**src/hw/rtl/assert_macros.svh**
```systemverilog
// assertion macros for the radix digit converter
// uses clk_i and rst_ni of the module that includes it
`ifndef ASSERT_MACROS_SVH
`define ASSERT_MACROS_SVH

`ifndef NO_ASSERTIONS

// same-cycle implication
`define RDC_ASSERT_IMPLIES(lbl, ante, cons) \
  lbl: assert property (@(posedge clk_i) disable iff (!rst_ni) (ante) |-> (cons)) \
    else $error("same-cycle check failed");

// next-cycle implication
`define RDC_ASSERT_NEXT(lbl, ante, cons) \
  lbl: assert property (@(posedge clk_i) disable iff (!rst_ni) (ante) |=> (cons)) \
    else $error("next-cycle check failed");

`else

`define RDC_ASSERT_IMPLIES(lbl, ante, cons)
`define RDC_ASSERT_NEXT(lbl, ante, cons)

`endif

`endif

```
**src/hw/rtl/rdc_pkg.sv**
```systemverilog
// shared types and constants of the radix digit converter
// no dependencies
package rdc_pkg;

  localparam int unsigned VALUE_W    = 32;
  localparam int unsigned RADIX_W    = 5;
  localparam int unsigned REM_W      = 4;
  localparam int unsigned CHAR_W     = 7;
  localparam int unsigned CHUNK_BITS = 8;
  localparam int unsigned CHUNK_W    = 2;   // four chunks of eight bits per division

  localparam logic [RADIX_W-1:0] RADIX_MIN   = 5'd2;
  localparam logic [RADIX_W-1:0] RADIX_MAX   = 5'd16;
  localparam logic [RADIX_W-1:0] RADIX_RESET = 5'd10;

  localparam logic [CHUNK_W-1:0] CHUNK_LAST = 2'd3;

  // controller state codes
  localparam logic [1:0] S_IDLE = 2'd0;
  localparam logic [1:0] S_DIV  = 2'd1;
  localparam logic [1:0] S_EMIT = 2'd2;

  localparam logic [CHAR_W-1:0] DIGIT_CHARS [16] = '{
    7'h30, 7'h31, 7'h32, 7'h33, 7'h34, 7'h35, 7'h36, 7'h37,
    7'h38, 7'h39, 7'h61, 7'h62, 7'h63, 7'h64, 7'h65, 7'h66
  };

  // controller to datapath
  typedef struct packed {
    logic start;       // load a new value
    logic step;        // one chunk of long division
    logic last_chunk;  // step finishes a digit
    logic load_out;    // move next stored digit into output register
  } cmd_t;

  // datapath to controller
  typedef struct packed {
    logic quot_zero;   // quotient after this digit is zero
    logic store_full;  // this digit fills the store
    logic rd_last;     // read pointer at least significant digit
    logic out_free;    // output register can take a digit
  } sts_t;

  function automatic logic [CHAR_W-1:0] digit_char(input logic [REM_W-1:0] d);
    return DIGIT_CHARS[d];
  endfunction

endpackage

```
**src/hw/rtl/rdc_ctrl.sv**
```systemverilog
// controller state machine of the radix digit converter
// depends on rdc_pkg
module rdc_ctrl (
  input  logic          clk_i,
  input  logic          rst_ni,
  input  logic          in_valid_i,
  output logic          in_stall_o,
  input  rdc_pkg::sts_t sts_i,
  output rdc_pkg::cmd_t cmd_o
);
  import rdc_pkg::*;

  logic [1:0]         state_q, state_d;
  logic [CHUNK_W-1:0] chunk_q, chunk_d;

  assign in_stall_o = (state_q != S_IDLE);

  always_comb begin
    state_d          = state_q;
    chunk_d          = chunk_q;
    cmd_o            = '0;
    cmd_o.last_chunk = (chunk_q == CHUNK_LAST);
    case (state_q)
      S_IDLE: begin
        if (in_valid_i) begin
          cmd_o.start = 1'b1;
          chunk_d     = '0;
          state_d     = S_DIV;
        end
      end
      S_DIV: begin
        cmd_o.step = 1'b1;
        chunk_d    = chunk_q + 1'b1;
        if (cmd_o.last_chunk && (sts_i.quot_zero || sts_i.store_full)) begin
          state_d = S_EMIT;
        end
      end
      S_EMIT: begin
        cmd_o.load_out = sts_i.out_free;
        if (sts_i.out_free && sts_i.rd_last) begin
          state_d = S_IDLE;
        end
      end
      default: begin
        state_d = S_IDLE;
      end
    endcase
  end

  always_ff @(posedge clk_i or negedge rst_ni) begin
    if (!rst_ni) begin
      state_q <= S_IDLE;
      chunk_q <= '0;
    end else begin
      state_q <= state_d;
      chunk_q <= chunk_d;
    end
  end

endmodule

```
**src/hw/rtl/rdc_datapath.sv**
```systemverilog
// datapath of the radix digit converter: radix register, chunked long
// division, digit store and output register; depends on rdc_pkg
module rdc_datapath #(
  parameter int unsigned DEPTH = 32
) (
  input  logic                             clk_i,
  input  logic                             rst_ni,
  input  logic                             cfg_valid_i,
  input  logic [rdc_pkg::RADIX_W-1:0]      cfg_radix_i,
  input  logic [rdc_pkg::VALUE_W-1:0]      value_i,
  input  rdc_pkg::cmd_t                    cmd_i,
  output rdc_pkg::sts_t                    sts_o,
  output logic                             out_valid_o,
  input  logic                             out_stall_i,
  output logic [rdc_pkg::CHAR_W-1:0]       digit_char_o,
  output logic                             last_digit_o
);
  import rdc_pkg::*;

  localparam int unsigned IDX_W = $clog2(DEPTH);

  logic [RADIX_W-1:0]    radix_q;
  logic [VALUE_W-1:0]    quot_q, quot_d;
  logic [REM_W-1:0]      rem_q, rem_d;
  logic [CHUNK_BITS-1:0] qbits;
  logic [IDX_W-1:0]      wr_idx_q, rd_ptr_q;
  logic                  out_valid_q;
  logic [CHAR_W-1:0]     out_char_q;
  logic                  out_last_q;
  logic [REM_W-1:0]      store [DEPTH];

  // eight restoring steps; remainder stays below the radix
  always_comb begin
    logic [REM_W-1:0] r;
    logic [REM_W:0]   t;
    r = rem_q;
    for (int i = 0; i < CHUNK_BITS; i++) begin
      t = {r, quot_q[VALUE_W-1-i]};
      if (t >= radix_q) begin
        t                       = t - radix_q;
        qbits[CHUNK_BITS-1-i]   = 1'b1;
      end else begin
        qbits[CHUNK_BITS-1-i]   = 1'b0;
      end
      r = t[REM_W-1:0];
    end
    rem_d  = r;
    quot_d = {quot_q[VALUE_W-CHUNK_BITS-1:0], qbits};
  end

  assign sts_o.quot_zero  = (quot_d == '0);
  assign sts_o.store_full = (wr_idx_q == IDX_W'(DEPTH - 1));
  assign sts_o.rd_last    = (rd_ptr_q == '0);
  assign sts_o.out_free   = !out_valid_q || !out_stall_i;

  always_ff @(posedge clk_i or negedge rst_ni) begin
    if (!rst_ni) begin
      radix_q     <= RADIX_RESET;
      out_valid_q <= 1'b0;
      wr_idx_q    <= '0;
      rd_ptr_q    <= '0;
    end else begin
      if (cfg_valid_i && cfg_radix_i >= RADIX_MIN && cfg_radix_i <= RADIX_MAX) begin
        radix_q <= cfg_radix_i;
      end
      if (cmd_i.start) begin
        wr_idx_q <= '0;
      end else if (cmd_i.step && cmd_i.last_chunk) begin
        wr_idx_q <= wr_idx_q + 1'b1;
        rd_ptr_q <= wr_idx_q;
      end else if (cmd_i.load_out) begin
        rd_ptr_q <= rd_ptr_q - 1'b1;
      end
      if (cmd_i.load_out) begin
        out_valid_q <= 1'b1;
      end else if (!out_stall_i) begin
        out_valid_q <= 1'b0;
      end
    end
  end

  always_ff @(posedge clk_i) begin
    if (cmd_i.start) begin
      quot_q <= value_i;
      rem_q  <= '0;
    end else if (cmd_i.step) begin
      quot_q <= quot_d;
      rem_q  <= cmd_i.last_chunk ? '0 : rem_d;
    end
    if (cmd_i.step && cmd_i.last_chunk) begin
      store[wr_idx_q] <= rem_d;
    end
    if (cmd_i.load_out) begin
      out_char_q <= digit_char(store[rd_ptr_q]);
      out_last_q <= (rd_ptr_q == '0);
    end
  end

  assign out_valid_o  = out_valid_q;
  assign digit_char_o = out_char_q;
  assign last_digit_o = out_last_q;

endmodule

```
**src/hw/rtl/radix_digit_converter_unit.sv**
```systemverilog
// top level of the radix digit converter
// instantiates rdc_ctrl and rdc_datapath; uses rdc_pkg and assert_macros.svh
//
//  channel | direction | handshake                 | payload
//  --------+-----------+---------------------------+---------------------------
//  cfg     | in        | cfg_valid_i / cfg_ready_o | cfg_radix_i (5b, 2..16)
//  in      | in        | in_valid_i / in_stall_o   | value_i (32b)
//  out     | out       | out_valid_o / out_stall_i | digit_char_o, last_digit_o
//
// each digit is divided out chunk by chunk (8 quotient bits per cycle
// through the shared restoring divider), then digits leave one per cycle
// while the output register is free to take them
// reset puts the radix at 10 and empties the output register; the digit
// store needs no clearing since every digit is written before it is read
// output stalls only hold the emit phase; a new request is taken while the
// last digit of the previous one still waits in the output register
`include "assert_macros.svh"

module radix_digit_converter_unit #(
  parameter int unsigned MAX_DIGITS = 32
) (
  input  logic                        clk_i,
  input  logic                        rst_ni,
  input  logic                        cfg_valid_i,
  output logic                        cfg_ready_o,
  input  logic [rdc_pkg::RADIX_W-1:0] cfg_radix_i,
  input  logic                        in_valid_i,
  output logic                        in_stall_o,
  input  logic [rdc_pkg::VALUE_W-1:0] value_i,
  output logic                        out_valid_o,
  input  logic                        out_stall_i,
  output logic [rdc_pkg::CHAR_W-1:0]  digit_char_o,
  output logic                        last_digit_o
);
  import rdc_pkg::*;

  // a 32-bit value never needs more than 32 digits
  localparam int unsigned DEPTH = (MAX_DIGITS < VALUE_W) ? MAX_DIGITS : VALUE_W;

  cmd_t cmd;
  sts_t sts;

  // radix register takes a write in any cycle
  assign cfg_ready_o = 1'b1;

  rdc_ctrl u_ctrl (
    .clk_i      (clk_i),
    .rst_ni     (rst_ni),
    .in_valid_i (in_valid_i),
    .in_stall_o (in_stall_o),
    .sts_i      (sts),
    .cmd_o      (cmd)
  );

  rdc_datapath #(
    .DEPTH (DEPTH)
  ) u_datapath (
    .clk_i        (clk_i),
    .rst_ni       (rst_ni),
    .cfg_valid_i  (cfg_valid_i),
    .cfg_radix_i  (cfg_radix_i),
    .value_i      (value_i),
    .cmd_i        (cmd),
    .sts_o        (sts),
    .out_valid_o  (out_valid_o),
    .out_stall_i  (out_stall_i),
    .digit_char_o (digit_char_o),
    .last_digit_o (last_digit_o)
  );

  // accepted request always starts division
  `RDC_ASSERT_NEXT(a_accept_busy, in_valid_i && !in_stall_o, in_stall_o)
  // loading the last digit frees the input side
  `RDC_ASSERT_NEXT(a_last_frees_input, cmd.load_out && sts.rd_last, !in_stall_o)
  // division and emitting never overlap
  `RDC_ASSERT_IMPLIES(a_step_no_load, cmd.step, !cmd.load_out && !cmd.start)

endmodule

```
**config.mk**
```make
export PLATFORM = sky130hd
export DESIGN_NAME = radix_digit_converter_unit
export DESIGN_NICKNAME = d
export VERILOG_FILES = /design/src/hw/rtl/rdc_pkg.sv /design/src/hw/rtl/rdc_ctrl.sv /design/src/hw/rtl/rdc_datapath.sv /design/src/hw/rtl/radix_digit_converter_unit.sv
export VERILOG_INCLUDE_DIRS = /design/src /design/src/hw/rtl
export SDC_FILE = /design/constraint.sdc
export NUM_CORES = 1
export LEC_CHECK = 0
export BUFFER_PORTS_ARGS = -buffer_cell sky130_fd_sc_hd__buf_2
export CAP_MARGIN = 20
export CORE_ASPECT_RATIO = 1.5
export CORE_MARGIN = 2
export CORE_UTILIZATION = 60
export CTS_BUF_LIST = sky130_fd_sc_hd__clkbuf_16
export CTS_CLUSTER_SIZE = 14
export DETAILED_ROUTE_END_ITERATION = 10
export GPL_ROUTABILITY_DRIVEN = 0
export GPL_TIMING_DRIVEN = 0
export PLACE_DENSITY = 0.81
export SYNTH_ARGS = -nofsm -noshare
export SYNTH_HDL_FRONTEND = slang
export SYNTH_SLANG_ARGS = --single-unit
export TNS_END_PERCENT = 30
```
**constraint.sdc**
```tcl
create_clock -name clk_i -period 18.4 [get_ports clk_i]
set_clock_uncertainty 0.05 [all_clocks]
set_input_delay 1.84 -clock clk_i [delete_from_list [all_inputs] [get_ports clk_i]]
set_output_delay 1.84 -clock clk_i [all_outputs]
set_load 0.02 [all_outputs]
```
==> metrics.csv <==
metric;value;unit
Net count, final;881;
setup_tns;0;ns
IO Count;53;
Synth Register Bits;191;
gr usage total;26.2;%
via total after detailed routing;6272;
CP max-delay cell;mux2i_4;
share of the synthesized area in the top cell type;51.0;%
Synth area leaders;edfxtp_1, ha_1, mux4_1;
CP max FO;32;
top_reg_cell synth;edfxtp_1;
initial antenna violation count;0;
CP Class;register to register;
Clock Latency Late Sink;0.43;ns
CTS resizes;0;
via-per-instance ratio;6.27;
area delta synth->final;12.2;%
cell family with most CP delay;compound AO/OA/AOI/OAI gates;
I/O Buffers;50;
share of cells above drive strength 1;20.9;%
CTS Hold Bufs;0;
die area;17400;sq um
EDFF count, synth;167;
Max Buffers Root-to-Sink;2;
Largest stage delay, worst path;0.97;ns
post-synthesis async set-or-reset flop share;10.5;%
Overflow after GRT;0;
Yosys warning count;0;
Post-Syn Area;9830;sq um
Seq/Total Area, Yosys;56.9;%
largest net degree at the start of global routing;33;
fillers;1129;
syn_area_per_cell;13.9;sq um
vias in the first global route;6538;
Fin. Hold Viols;0;
buffers and inverters on the worst path;5;
Worst setup EP type;register;
Rows;57;
CTS Buf Count;17;
Die Y;161;um
most frequent CP cell;ha_1;
RSZ-0062 raised after global routing;no;
clk slew on worst S/H paths;0.07;ns
Cell variety after synth;63;
count leader, synth;edfxtp_1;
shortest period the worst path allows;14.79;ns
Worst EP required;18.43;ns
part of the cycle the worst path needs;80.4;%
Max-slew headroom;28.2;%
first-pass GRT wire length;34000;um
Yosys top cell by area;edfxtp_1;
Commonest cells post-synth;edfxtp_1, nor2_1, ha_1;
Post-CTS Repair Setup Buffers;0;
# Max-Cap Violations;0;
Wirelength per Cell;21.6;um
Worst Tran Pin Value;1.06;ns
Slew Limit Fails;0;
Routed Antenna Nets;0;
Die Span X;109;um
run status;finished, final reports clean;
CTS tree;yes;
crit path DAT;14.82;ns
Setup crit start kind;register;
initial core utilization;61.0;%
clock sinks;191;
H-tree depth;4;
hold crit path type;register to register;
core area;16100;sq um
cell count after synthesis;707;
DRC Markers;0;
DR pass1 iterations;8;
DR iter-0 viols;432;
Diodes inserted;0;
Clock Tree Root;clkbuf_16;
Final setup viols;0;
Final HPWL DP;15900;um
Max Freq;67.6;MHz
detailed-route wire length;21600;um
-- flip-flops by register name (all words and copies together), names as in the netlist, 4 cells and up --
register and cells:
u_datapath.rd_ptr_q 5, u_datapath.rem_q 4, u_datapath.radix_q 5, u_datapath.digit_char_o 6
u_datapath.wr_idx_q 5, u_datapath.quot_q 32, u_datapath.store 128
-- path summary, 6_finish.rpt --
check / depth (start not counted) / start / endpoint / slack, ns
max: 46 / u_datapath.radix_q[1] / u_datapath.store[28][3] / 3.61
min: 1 / u_ctrl.chunk_q[0] / u_ctrl.chunk_q[0] / 0.46
max reg2reg: 46 / u_datapath.radix_q[1] / u_datapath.store[28][3] / 3.61
min reg2reg: 1 / u_ctrl.chunk_q[0] / u_ctrl.chunk_q[0] / 0.46
max in group asynchronous: 1 / rst_ni / u_datapath.rd_ptr_q[4] / 16.57
min in group asynchronous: 1 / rst_ni / u_datapath.radix_q[4] / 1.35
-- layout make-up --
cell class / instances / area [sq um] / area share [%]
repair buffers: 54 / 332 / 3.01
clock buffers: 17 / 425 / 3.86
plain buffers: 24 / 130 / 1.18
multi-input cells: 452 / 3980 / 36.1
inverters: 41 / 154 / 1.40
clock inverters: 15 / 151 / 1.37
flip-flops and latches: 191 / 5600 / 50.8
well taps: 206 / 258 / 2.34
-- metrics by stage --
step / hold slack (ns) / area, sq um / cells / util [%] / setup slack [ns]
2_1_floorplan: 0.404 / 9840 / 708 / - / 6.74
3_3_place_gp: 0.435 / 10300 / 964 / 64.2 / 2.94
3_5_place_dp: 0.450 / 10500 / 968 / 64.8 / 3.60
4_1_cts: 0.466 / 11000 / 1000 / 68.4 / 3.58
5_1_grt: 0.484 / 11000 / 1000 / 68.4 / 2.59
6_report: 0.463 / 11000 / 1000 / 68.4 / 3.61
-- routing by layer --
| metal | wire length, um | vias up | part of all wire, % | global-route usage, % |
|---|---|---|---|---|
| li1 | - | 2848 | - | - |
| met1 | 7580 | 3081 | 35 | 28.6 |
| met2 | 11900 | 276 | 55 | 47.3 |
| met3 | 1150 | 67 | 5.3 | 4.99 |
| met4 | 1020 | 0 | 4.7 | 13.7 |
| met5 | 0 | - | 0 | 0 |
-- logic make-up (layout without fill, tap and decap cells) --
kind of cell	Yosys count	count (layout)	share of synthesized area (%)
AOI/OAI and AO/OA	108	108	7.39
xor gates and xnor gates	21	21	1.87
adders and majority gates	58	58	7.99
buffers and inverters	65	151	2.89
DFF	191	191	56.9
muxes	94	94	14.7
other	1	2	0.0381
and+or+nand+nor	169	169	8.22
-- cell usage in the layout, fill, tap and decap left out, types with 17 or more instances in the layout --
master	instances
edfxtp_1	167
nor2_1	61
buf_2	58
ha_1	50
mux2_2	43
inv_1	42
nand2_1	42
a21oi_1	31
mux2i_1	20
mux4_1	19
a21o_1	18
dfrtp_1	18
clkbuf_16	17
Power is not shown: default switching activity piles up to over one toggle a cycle in this logic, so the estimate is an artifact.
